File: src/design/uprm_pkg.sv
// ----------------------------------------------------------------------------
// uprm_pkg
// Shared types and constants for the UYVY to planar 4:2:0 converter.
// ----------------------------------------------------------------------------
package uprm_pkg;

  localparam int ADDR_W  = 24;
  localparam int COUNT_W = 13;
  localparam int CFG_W   = 13;
  localparam int INDEX_W = 3;

  typedef logic [ADDR_W-1:0]  addr_t;
  typedef logic [COUNT_W-1:0] count_t;

  localparam logic [INDEX_W-1:0] REG_FRAME_WIDTH    = 3'd0;
  localparam logic [INDEX_W-1:0] REG_FRAME_HEIGHT   = 3'd1;
  localparam logic [INDEX_W-1:0] REG_PORTRAIT       = 3'd2;
  localparam logic [INDEX_W-1:0] REG_MIRROR         = 3'd3;
  localparam logic [INDEX_W-1:0] REG_LUMA_PITCH     = 3'd4;
  localparam logic [INDEX_W-1:0] REG_CHROMA_A_PITCH = 3'd5;
  localparam logic [INDEX_W-1:0] REG_CHROMA_B_PITCH = 3'd6;

  typedef struct packed {
    logic [11:0] frame_width;
    logic [11:0] frame_height;
    logic        portrait;
    logic        mirror;
    logic [12:0] luma_pitch;
    logic [12:0] chroma_a_pitch;
    logic [12:0] chroma_b_pitch;
  } cfg_t;

  typedef struct packed {
    logic [31:0] pixel_word;
    logic        frame_start;
  } in_item_t;

  typedef struct packed {
    logic        luma_write;
    logic [23:0] luma_addr_first;
    logic [7:0]  luma_first;
    logic [23:0] luma_addr_second;
    logic [7:0]  luma_second;
    logic        chroma_write;
    logic [23:0] chroma_a_addr;
    logic [7:0]  chroma_a;
    logic [23:0] chroma_b_addr;
    logic [7:0]  chroma_b;
    logic        frame_done;
  } out_item_t;

  // classified word handed from the front end to the address pipeline
  typedef struct packed {
    logic [31:0] pixel_word;
    count_t      col;
    count_t      row;
    logic        luma_write;
    logic        chroma_write;
    logic        frame_done;
  } job_t;

endpackage

File: src/design/uprm_front.sv
// ----------------------------------------------------------------------------
// uprm_front
// Position tracking and classification of each accepted word.
// ----------------------------------------------------------------------------
module uprm_front #(
  parameter int MAX_WIDTH  = 2048,
  parameter int MAX_HEIGHT = 2048
) (
  input  logic             clk,
  input  logic             rst,
  input  uprm_pkg::cfg_t   cfg,
  input  logic             accept,
  input  uprm_pkg::in_item_t item,
  output uprm_pkg::job_t   job
);

  localparam int CW = $clog2(MAX_WIDTH);
  localparam int RW = $clog2(MAX_HEIGHT);

  logic [CW-1:0] column_count;
  logic [RW-1:0] row_count;
  logic [CW-1:0] col;
  logic [RW-1:0] row;
  logic [CW:0]   col_step;
  logic [RW:0]   row_step;
  logic          col_wrap;
  logic          row_wrap;
  logic          lw;

  always_comb begin
    col      = item.frame_start ? '0 : column_count;
    row      = item.frame_start ? '0 : row_count;
    col_step = {1'b0, col} + (CW+1)'(2);
    row_step = {1'b0, row} + (RW+1)'(1);
    col_wrap = (col_step >= {{(CW > 11 ? 1 : 12 - CW){1'b0}}, cfg.frame_width} ||
               col_step >= (CW+1)'(MAX_WIDTH));
    row_wrap = (row_step >= {{(RW > 11 ? 1 : 12 - RW){1'b0}}, cfg.frame_height} ||
               row_step >= (RW+1)'(MAX_HEIGHT));
    lw       = cfg.portrait ? (uprm_pkg::count_t'(col) <
                               uprm_pkg::count_t'(cfg.frame_height)) : 1'b1;
    job.pixel_word   = item.pixel_word;
    job.col          = uprm_pkg::count_t'(col);
    job.row          = uprm_pkg::count_t'(row);
    job.luma_write   = lw;
    job.chroma_write = lw && !row[0];
    job.frame_done   = col_wrap && row_wrap;
  end

  always_ff @(posedge clk) begin
    if (rst) begin
      column_count <= '0;
      row_count    <= '0;
    end else if (accept) begin
      if (col_wrap) begin
        column_count <= '0;
        row_count    <= row_wrap ? '0 : row_step[RW-1:0];
      end else begin
        column_count <= col_step[CW-1:0];
        row_count    <= row;
      end
    end
  end

endmodule

File: src/design/uprm_queue.sv
// ----------------------------------------------------------------------------
// uprm_queue
// Two-entry queue between the front end and the address pipeline.
// ----------------------------------------------------------------------------
module uprm_queue (
  input  logic           clk,
  input  logic           rst,
  input  logic           push,
  input  uprm_pkg::job_t push_data,
  output logic           full,
  input  logic           pop,
  output logic           not_empty,
  output uprm_pkg::job_t pop_data
);

  uprm_pkg::job_t slots [2];
  logic           wr_ptr;
  logic           rd_ptr;
  logic [1:0]     count;
  logic           do_push;
  logic           do_pop;

  assign full      = count[1];
  assign not_empty = (count != 2'd0);
  assign pop_data  = slots[rd_ptr];
  assign do_push   = push && !full;
  assign do_pop    = pop && not_empty;

  always_ff @(posedge clk) begin
    if (do_push) begin
      slots[wr_ptr] <= push_data;
    end
  end

  always_ff @(posedge clk) begin
    if (rst) begin
      wr_ptr <= 1'b0;
      rd_ptr <= 1'b0;
      count  <= 2'd0;
    end else begin
      if (do_push) begin
        wr_ptr <= !wr_ptr;
      end
      if (do_pop) begin
        rd_ptr <= !rd_ptr;
      end
      count <= count + 2'(do_push) - 2'(do_pop);
    end
  end

endmodule

File: src/design/uprm_back.sv
// ----------------------------------------------------------------------------
// uprm_back
// Address pipeline: products and offsets, then sums into the output register.
// ----------------------------------------------------------------------------
module uprm_back (
  input  logic              clk,
  input  logic              rst,
  input  uprm_pkg::cfg_t    cfg,
  input  logic              job_valid,
  input  uprm_pkg::job_t    job,
  output logic              job_pop,
  output logic              out_valid,
  input  logic              out_ready,
  output uprm_pkg::out_item_t out_data
);

  typedef struct packed {
    uprm_pkg::addr_t prod_luma;
    uprm_pkg::addr_t prod_ca;
    uprm_pkg::addr_t prod_cb;
    uprm_pkg::addr_t off_first;
    uprm_pkg::addr_t off_second;
    uprm_pkg::addr_t off_chroma;
    logic [31:0]     pixel_word;
    logic            luma_write;
    logic            chroma_write;
    logic            frame_done;
  } mid_t;

  mid_t            mid;
  mid_t            mid_next;
  logic            mid_valid;
  logic            out_free;
  logic            mid_load;
  uprm_pkg::addr_t c_a, c_h, r_a, r_h, w_a, half_a, h_a, hh_a, lp_a;
  uprm_pkg::addr_t la1, la2, ca, cb;
  uprm_pkg::out_item_t result;

  assign out_free = !out_valid || out_ready;
  assign mid_load = !mid_valid || out_free;
  assign job_pop  = job_valid && mid_load;

  always_comb begin
    c_a    = uprm_pkg::addr_t'(job.col);
    c_h    = uprm_pkg::addr_t'(job.col >> 1);
    r_a    = uprm_pkg::addr_t'(job.row);
    r_h    = uprm_pkg::addr_t'(job.row >> 1);
    w_a    = uprm_pkg::addr_t'(cfg.frame_width);
    half_a = uprm_pkg::addr_t'(cfg.frame_width >> 1);
    h_a    = uprm_pkg::addr_t'(cfg.frame_height);
    hh_a   = uprm_pkg::addr_t'(cfg.frame_height >> 1);
    lp_a   = uprm_pkg::addr_t'(cfg.luma_pitch);
    mid_next.pixel_word   = job.pixel_word;
    mid_next.luma_write   = job.luma_write;
    mid_next.chroma_write = job.chroma_write;
    mid_next.frame_done   = job.frame_done;
    mid_next.prod_cb      = c_h * uprm_pkg::addr_t'(cfg.chroma_b_pitch);
    if (cfg.portrait) begin
      mid_next.prod_luma  = c_a * lp_a;
      mid_next.prod_ca    = c_h * uprm_pkg::addr_t'(cfg.chroma_a_pitch);
      mid_next.off_first  = h_a - r_a - 24'd1;
      mid_next.off_second = lp_a + h_a - r_a - 24'd1;
      mid_next.off_chroma = hh_a - r_h - 24'd1;
    end else begin
      mid_next.prod_luma  = r_a * w_a;
      mid_next.prod_ca    = r_h * half_a;
      if (cfg.mirror) begin
        mid_next.off_first  = w_a - c_a - 24'd1;
        mid_next.off_second = w_a - c_a - 24'd2;
        mid_next.off_chroma = half_a - c_h - 24'd1;
      end else begin
        mid_next.off_first  = c_a;
        mid_next.off_second = c_a + 24'd1;
        mid_next.off_chroma = c_h;
      end
    end
  end

  always_comb begin
    la1 = mid.prod_luma + mid.off_first;
    la2 = mid.prod_luma + mid.off_second;
    ca  = mid.prod_ca + mid.off_chroma;
    cb  = cfg.portrait ? (mid.prod_cb + mid.off_chroma) : ca;
    result.luma_write       = mid.luma_write;
    result.luma_addr_first  = mid.luma_write ? la1 : '0;
    result.luma_first       = mid.luma_write ? mid.pixel_word[15:8] : '0;
    result.luma_addr_second = mid.luma_write ? la2 : '0;
    result.luma_second      = mid.luma_write ? mid.pixel_word[31:24] : '0;
    result.chroma_write     = mid.chroma_write;
    result.chroma_a_addr    = mid.chroma_write ? ca : '0;
    result.chroma_a         = mid.chroma_write ? mid.pixel_word[23:16] : '0;
    result.chroma_b_addr    = mid.chroma_write ? cb : '0;
    result.chroma_b         = mid.chroma_write ? mid.pixel_word[7:0] : '0;
    result.frame_done       = mid.frame_done;
  end

  always_ff @(posedge clk) begin
    if (job_pop) begin
      mid <= mid_next;
    end
    if (mid_valid && out_free) begin
      out_data <= result;
    end
  end

  always_ff @(posedge clk) begin
    if (rst) begin
      mid_valid <= 1'b0;
      out_valid <= 1'b0;
    end else begin
      if (mid_load) begin
        mid_valid <= job_valid;
      end
      if (out_free) begin
        out_valid <= mid_valid;
      end
    end
  end

endmodule

File: src/design/uyvy_to_planar_rotate_mirror.sv
// ----------------------------------------------------------------------------
// uyvy_to_planar_rotate_mirror
// Packed UYVY words to planar 4:2:0 write addresses, with portrait and mirror.
// ----------------------------------------------------------------------------
// An accepted word is registered in the queue, then in mid, then in out_data.
// Throughput: one word per cycle while out_ready holds; set by the position
// counters, which advance once per word, and the two-stage address pipeline
// behind a two-entry queue. Reset (synchronous): counters zero, registers to
// their defaults, queue and pipeline empty.
module uyvy_to_planar_rotate_mirror #(
  parameter int MAX_WIDTH  = 2048,
  parameter int MAX_HEIGHT = 2048
) (
  input  logic                              clk,
  input  logic                              rst,
  input  logic                              in_valid,
  output logic                              in_ready,
  input  uprm_pkg::in_item_t                in_data,
  output logic                              out_valid,
  input  logic                              out_ready,
  output uprm_pkg::out_item_t               out_data,
  input  logic                              cfg_we,
  input  logic [uprm_pkg::INDEX_W-1:0]      cfg_index,
  input  logic [uprm_pkg::CFG_W-1:0]        cfg_data
);

  uprm_pkg::cfg_t cfg;
  uprm_pkg::job_t front_job;
  uprm_pkg::job_t queue_job;
  logic           queue_full;
  logic           queue_valid;
  logic           queue_pop;
  logic           accept;

  assign in_ready = !queue_full;
  assign accept   = in_valid && in_ready;

  always_ff @(posedge clk) begin
    if (rst) begin
      cfg.frame_width    <= 12'd640;
      cfg.frame_height   <= 12'd480;
      cfg.portrait       <= 1'b0;
      cfg.mirror         <= 1'b0;
      cfg.luma_pitch     <= 13'd480;
      cfg.chroma_a_pitch <= 13'd240;
      cfg.chroma_b_pitch <= 13'd240;
    end else if (cfg_we) begin
      case (cfg_index)
        uprm_pkg::REG_FRAME_WIDTH:    cfg.frame_width    <= cfg_data[11:0];
        uprm_pkg::REG_FRAME_HEIGHT:   cfg.frame_height   <= cfg_data[11:0];
        uprm_pkg::REG_PORTRAIT:       cfg.portrait       <= cfg_data[0];
        uprm_pkg::REG_MIRROR:         cfg.mirror         <= cfg_data[0];
        uprm_pkg::REG_LUMA_PITCH:     cfg.luma_pitch     <= cfg_data;
        uprm_pkg::REG_CHROMA_A_PITCH: cfg.chroma_a_pitch <= cfg_data;
        uprm_pkg::REG_CHROMA_B_PITCH: cfg.chroma_b_pitch <= cfg_data;
        default: begin
        end
      endcase
    end
  end

  uprm_front #(
    .MAX_WIDTH  (MAX_WIDTH),
    .MAX_HEIGHT (MAX_HEIGHT)
  ) u_front (
    .clk    (clk),
    .rst    (rst),
    .cfg    (cfg),
    .accept (accept),
    .item   (in_data),
    .job    (front_job)
  );

  uprm_queue u_queue (
    .clk       (clk),
    .rst       (rst),
    .push      (accept),
    .push_data (front_job),
    .full      (queue_full),
    .pop       (queue_pop),
    .not_empty (queue_valid),
    .pop_data  (queue_job)
  );

  uprm_back u_back (
    .clk       (clk),
    .rst       (rst),
    .cfg       (cfg),
    .job_valid (queue_valid),
    .job       (queue_job),
    .job_pop   (queue_pop),
    .out_valid (out_valid),
    .out_ready (out_ready),
    .out_data  (out_data)
  );

endmodule

File: config.mk
export PLATFORM = sky130hd
export DESIGN_NAME = uyvy_to_planar_rotate_mirror
export DESIGN_NICKNAME = d
export VERILOG_FILES = /design/src/design/uprm_pkg.sv /design/src/design/uprm_front.sv /design/src/design/uprm_queue.sv /design/src/design/uprm_back.sv /design/src/design/uyvy_to_planar_rotate_mirror.sv
export SDC_FILE = /design/constraint.sdc
export NUM_CORES = 2
export LEC_CHECK = 0
export ABC_AREA = 1
export ABC_CLOCK_PERIOD_IN_PS = 19100
export BUFFER_PORTS_ARGS = -buffer_cell sky130_fd_sc_hd__clkbuf_2
export CELL_PAD_IN_SITES_DETAIL_PLACEMENT = 0
export CELL_PAD_IN_SITES_GLOBAL_PLACEMENT = 1
export CORE_UTILIZATION = 44
export CTS_CLUSTER_DIAMETER = 50
export DETAILED_ROUTE_END_ITERATION = 7
export HOLD_SLACK_MARGIN = 0.08
export PLACE_DENSITY_LB_ADDON = 0.15
export SLEW_MARGIN = 5
export SYNTH_ARGS = -nofsm -noshare
export SYNTH_HDL_FRONTEND = slang
export SYNTH_SLANG_ARGS = --single-unit
File: constraint.sdc
create_clock -name clk -period 19.1 [get_ports clk]
set_input_delay 0.955 -clock clk [delete_from_list [all_inputs] [get_ports clk]]
set_output_delay 0.955 -clock clk [all_outputs]
set_load 0.03 [all_outputs]
* After elaboration in Yosys (flattened, before gate mapping) *
Memories as Yosys holds them, arrays and structs flattened. A register that Yosys moved wholly into a read port is not among the register bits.
Cells that the tools add are included.

storage, ports and cells
  memory bits (writable) = 114
  register bits = 403
  memories = 1

memory list
  name           words  width  read ports  clocked after Yosys merged registers in  wr ports  RTL line          RTL
  u_queue.slots  2      57     1           1                                        1         uprm_queue.sv:16  uprm_pkg::job_t slots [2];

operators by class
  multipliers = 5
  multiplexer cells = 14
  $add $sub $neg = 21
  reduce and logical (&&, ||, !) cells = 26
  magnitude comparators = 5
  equal/unequal tests = 6

operators with widths
  kind                                                                   number
  72-bit 2-to-1 mux                                                      2
  24-bit by 1-bit subtractor with 24-bit output (second input constant)  5
  24-bit adder                                                           4
  11-bit 2-to-1 mux                                                      5
  12-bit by 13-bit multiplier with 24-bit output                         2
  48-bit 2-to-1 mux                                                      1
  12-bit by 13-bit subtractor with 14-bit output                         2
  11-bit by 12-bit subtractor with 13-bit output                         2
  12-bit greater-or-equal comparator                                     2
  12-bit greater-or-equal comparator (second input constant)             2
  13-bit by 12-bit multiplier with 24-bit output                         1
  13-bit by 13-bit multiplier with 24-bit output                         1
  24-bit 2-to-1 mux                                                      1
  24-bit by 13-bit subtractor with 24-bit output                         1
  24-bit by 2-bit subtractor with 24-bit output (second input constant)  1
  12-bit by 11-bit multiplier with 23-bit output                         1
  13-bit by 1-bit adder with 14-bit output (second input constant)       1
  13-bit by 12-bit adder with 14-bit output                              1
  2-bit AND reduction                                                    7
  11-bit by 1-bit adder with 12-bit output (second input constant)       1
  11-bit by 2-bit adder with 12-bit output (second input constant)       1
  11-bit by 12-bit < comparator with 1-bit output                        1
  3-bit equality test (second input constant)                            3
  1-bit logical AND                                                      7
  other kinds (9)                                                        22

* Depth between registers and ports, before layout *
  depth after elaboration = 7
  depth in mapped cells = 30
  gate-level depth less buffers = 28

* Modules after synthesis *
A second synthesis with hierarchy kept.

second synthesis, totals
  cells, all modules = 6,916
  area total of the unflattened synthesis = 54,698.7 um^2

by module, submodules not included
  module                        cells each  area each (um^2)  sequential area each (um^2)  instances
  uprm_back                     5,858       44,345.0          9,048.7                      1
  uprm_queue                    222         4,936.0           3,763.6                      1
  uprm_front                    466         2,829.0           440.4                        1
  uyvy_to_planar_rotate_mirror  370         2,588.7           1,301.2                      1

* Worst setup path before layout *
Ideal clock, no wire load.

  path type = input to register
  start = in out_ready
  end = reg u_back.out_data[0] (netlist name)
  stages = 2
  path slack = 11,138 ps
  library setup time = 664 ps
  arrival time = 7,297 ps
  cell sequence = inv_1 > a21oi_1

on the way
  word-level cells in the longest chain between the ends = 2

RTL lines
  element            RTL line                            RTL
  start, declared    uyvy_to_planar_rotate_mirror.sv:20  input logic out_ready,
  1-bit logical OR   uprm_back.sv:39                     assign out_free = !out_valid || out_ready;
  1-bit logical AND  uprm_back.sv:101                    if (mid_valid && out_free) begin

Every way passes these cells.
A chain may end at the register's enable or synchronous reset.

==> results.yml <==
run_status:
  status: "completed"
synth:
  yosysUniqueCellTypes: 59
  synth_area_leaders: "edfxtp_1 26%, fa_1 16%, ha_1 12%, nand2_1 10%, inv_1 8.5%"
  ys_seq_area_share_pct: 29.3
  synth-edff-count: 424
  yosysWarnings: 0
  post_synth.cell_area_avg_um2: 8.04
  synthCells: 6208
  yosys.area.top_type: "edfxtp_1"
  async_flop_share_pct: 0
  syn-num-nets: 7150
  ys.flop_type: "edfxtp_1"
  ys_seq_elements: 518
  synth_area_um2: 49900
  synth_top_area_share_pct: 25.5
timing:
  setup_viol: 0
  period_share_pct: 40.3
  fin_hold_ws_ns: 0.430
  slew-limit-headroom_pct: 21.7
  rsz0062_at_grt: "false"
  max_freq_ghz: 0.130
  clock-skew-final_ns: 0.0234
  setup-tns-final_ns: 0
  hold_viol: 0
  slew_viol_final: 0
  worstMarginPinSlew_ns: 1.17
  period_needed_ns: 7.70
route:
  drc: 0
  vias: 42200
  first_iter_violations: 3143
  drt-pass1-iter-count: 6
  drt_wl_total_um: 171000
  post_drt_wl_per_cell_um: 21.6
  ant_nets: 0
  via_per_inst: 5.32
critical_path:
  cp_max_fo: 47
  crit_chain: "buf_4, inv_2, buf_4, or2_2, nand2_2, clkinv_1, buf_4, nand2_1, fa_1, inv_1, fa_1, fa_1, fa_1, inv_1, fa_1, inv_1, ha_1, a21oi_1, o21ai_0, a21oi_1, nand2_1, o21ai_0, nand2_1"
  worst-setup-path-type: "reg -> reg"
  setup.worst_path.end_class: "flop"
  critPathLaunchType: "flop"
  cpPeakStageDelay_ns: 0.64
  cpMostUsedCell: "fa_1"
  cp.required_ns: 19.50
  cp_data_arrival_time_ns: 8.09
  crit_path_top_delay_cell: "clkinv_1"
floorplanning:
  die_x_um: 339
  io-pin-count: 187
  initial_core_util_pct: 44.4
  die-area_um2: 115000
  rows: 123
  core_um2: 112000
  dieHeight_um: 339
place:
  gp_congestion: 0.982
  hpwl_um: 139000
  port_buffers: 186
global_route:
  antenna_found_initial: 6
  globalRoute.totalOverflow: 0
  grt_max_degree: 74
  grt_pass1_wl_um: 255000
  grt_pass1_vias: 41100
  grt.total_usage_pct: 29.8
clock_network:
  cts_buffer_depth: 3
  cts_buffers: 75
  cts_tree: "yes"
  cts_resized: 0
  clkTransAtPathRegs_ns: 0.05
  clock-sinks: 518
  root_buffer: "clkbuf_16"
  hold_buffers: 0
  clock_latency_ns: 0.69
  post_cts_buffers: 0
  htreeDepth: 3
finish:
  areaGrowthSynthToFinish_pct: 10.5
  drive_above_1_share_pct: 7.82
  layout_commonest_cell: "nand2_1"
  mostFrequentLayoutCells: "1378 x nand2_1, 1132 x inv_1, 617 x nor2_1"
  fin_nets: 7309
  nFillCells: 11200
  finish.utilization_pct: 49.0
flow_run:
  maxCapViolCount: 0
min_path:
  hold_class: "reg -> reg"
Yosys cell counts (4+ instances only):
master       n
a211oi_1     7
a21boi_0     4
a21o_1      22
a21oi_1    438
a31oi_1     19
and2_1      13
buf_1       39
buf_2       14
clkbuf_1    92
clkinv_1     7
dfxtp_1     94
edfxtp_1   424
fa_1       405
ha_1       483
inv_1     1134
inv_2       15
nand2_1   1378
nand2_2     41
nand3_1    228
nand3_2      4
nand3b_1    12
nand4_1     61
nor2_1     620
nor2_2      23
nor2_4       7
nor3_1      46
nor4_1       9
o211ai_1    22
o21a_1      19
o21ai_0    302
o21ai_1      8
o21ai_2      8
o21bai_1    31
o221ai_1     5
o31ai_1      8
or2_2       27
xnor2_1     27
xor2_1      74
state kept, by name, summed over array words and instances (netlist names), named ones only:
name / count
u_queue.slots: 114
u_queue.rd_ptr: 1
u_back.out_valid: 1
u_front.column_count: 11
u_queue.count: 2
u_queue.wr_ptr: 1
u_back.mid_valid: 1
u_back.out_data: 131
u_back.mid: 179
u_front.row_count: 11
cfg: 65
through the flow:
step | setup WS (ns) | std cells | area (um2)
2_1_floorplan | 11.14 | 6208 | 49900
3_3_place_gp | 11.45 | 7790 | 52500
3_5_place_dp | 11.35 | 7790 | 52500
4_1_cts | 11.34 | 7929 | 55100
5_1_grt | 11.02 | 7933 | 55100
6_report | 11.40 | 7933 | 55100
area by class of cell:
cell class              instances  area [um2]  share of cell area, %
inverters                    1157        4350                   7.90
diodes                          4        10.0                 0.0182
clock inverters                50         641                   1.16
flip-flops and latches        518       14600                   26.5
clock buffers                  89        1950                   3.54
repair buffers                231        1270                   2.30
well taps                    1500        1880                   3.41
multi-input cells            4384       30400                   55.2
cells by family after synthesis:
kind of cell | Yosys count | share of synthesized area (%)
DFF | 518 | 29.3
and+or+nand+nor | 2481 | 20.6
adders and majority gates | 888 | 28.4
buffers and inverters | 1306 | 9.90
AOI/OAI and AO/OA | 910 | 9.98
muxes | 1 | 0.0201
xor gates and xnor gates | 104 | 1.87
worst paths after layout:
check / from / endpoint / slack (ns) / depth (start not counted)
max: flop / u_back.mid[175]$_DFFE_PP_ / 11.40 / 23
min: u_back.mid[0]$_DFFE_PP_ / u_back.out_data[0]$_DFFE_PP_ / 0.43 / 0
max reg2reg: flop / u_back.mid[175]$_DFFE_PP_ / 11.40 / 23
min reg2reg: u_back.mid[0]$_DFFE_PP_ / u_back.out_data[0]$_DFFE_PP_ / 0.43 / 0
metal layers:
metal / routed length (um) / up-vias / global-route usage, % / share of wire, %
li1: - / 20200 / - / -
met3: 13000 / 257 / 5.06 / 7.6
met4: 6260 / 0 / 10.8 / 3.7
met5: 0 / - / 0 / 0
met1: 76000 / 20300 / 41.3 / 44
met2: 75900 / 1473 / 46.7 / 44
worst max-delay path, delay by kind of cell (launching register included):
family,cells,cell delay (ns)
flip-flops,1,0.31
adder cells (fa/ha/maj),6,2.70
AO/OA/AOI/OAI,4,1.28
buffers and inverters,8,1.98
AND/OR/NAND/NOR,5,1.09
Power is not shown: default switching activity piles up to over one toggle a cycle in this logic, so the estimate is an artifact.
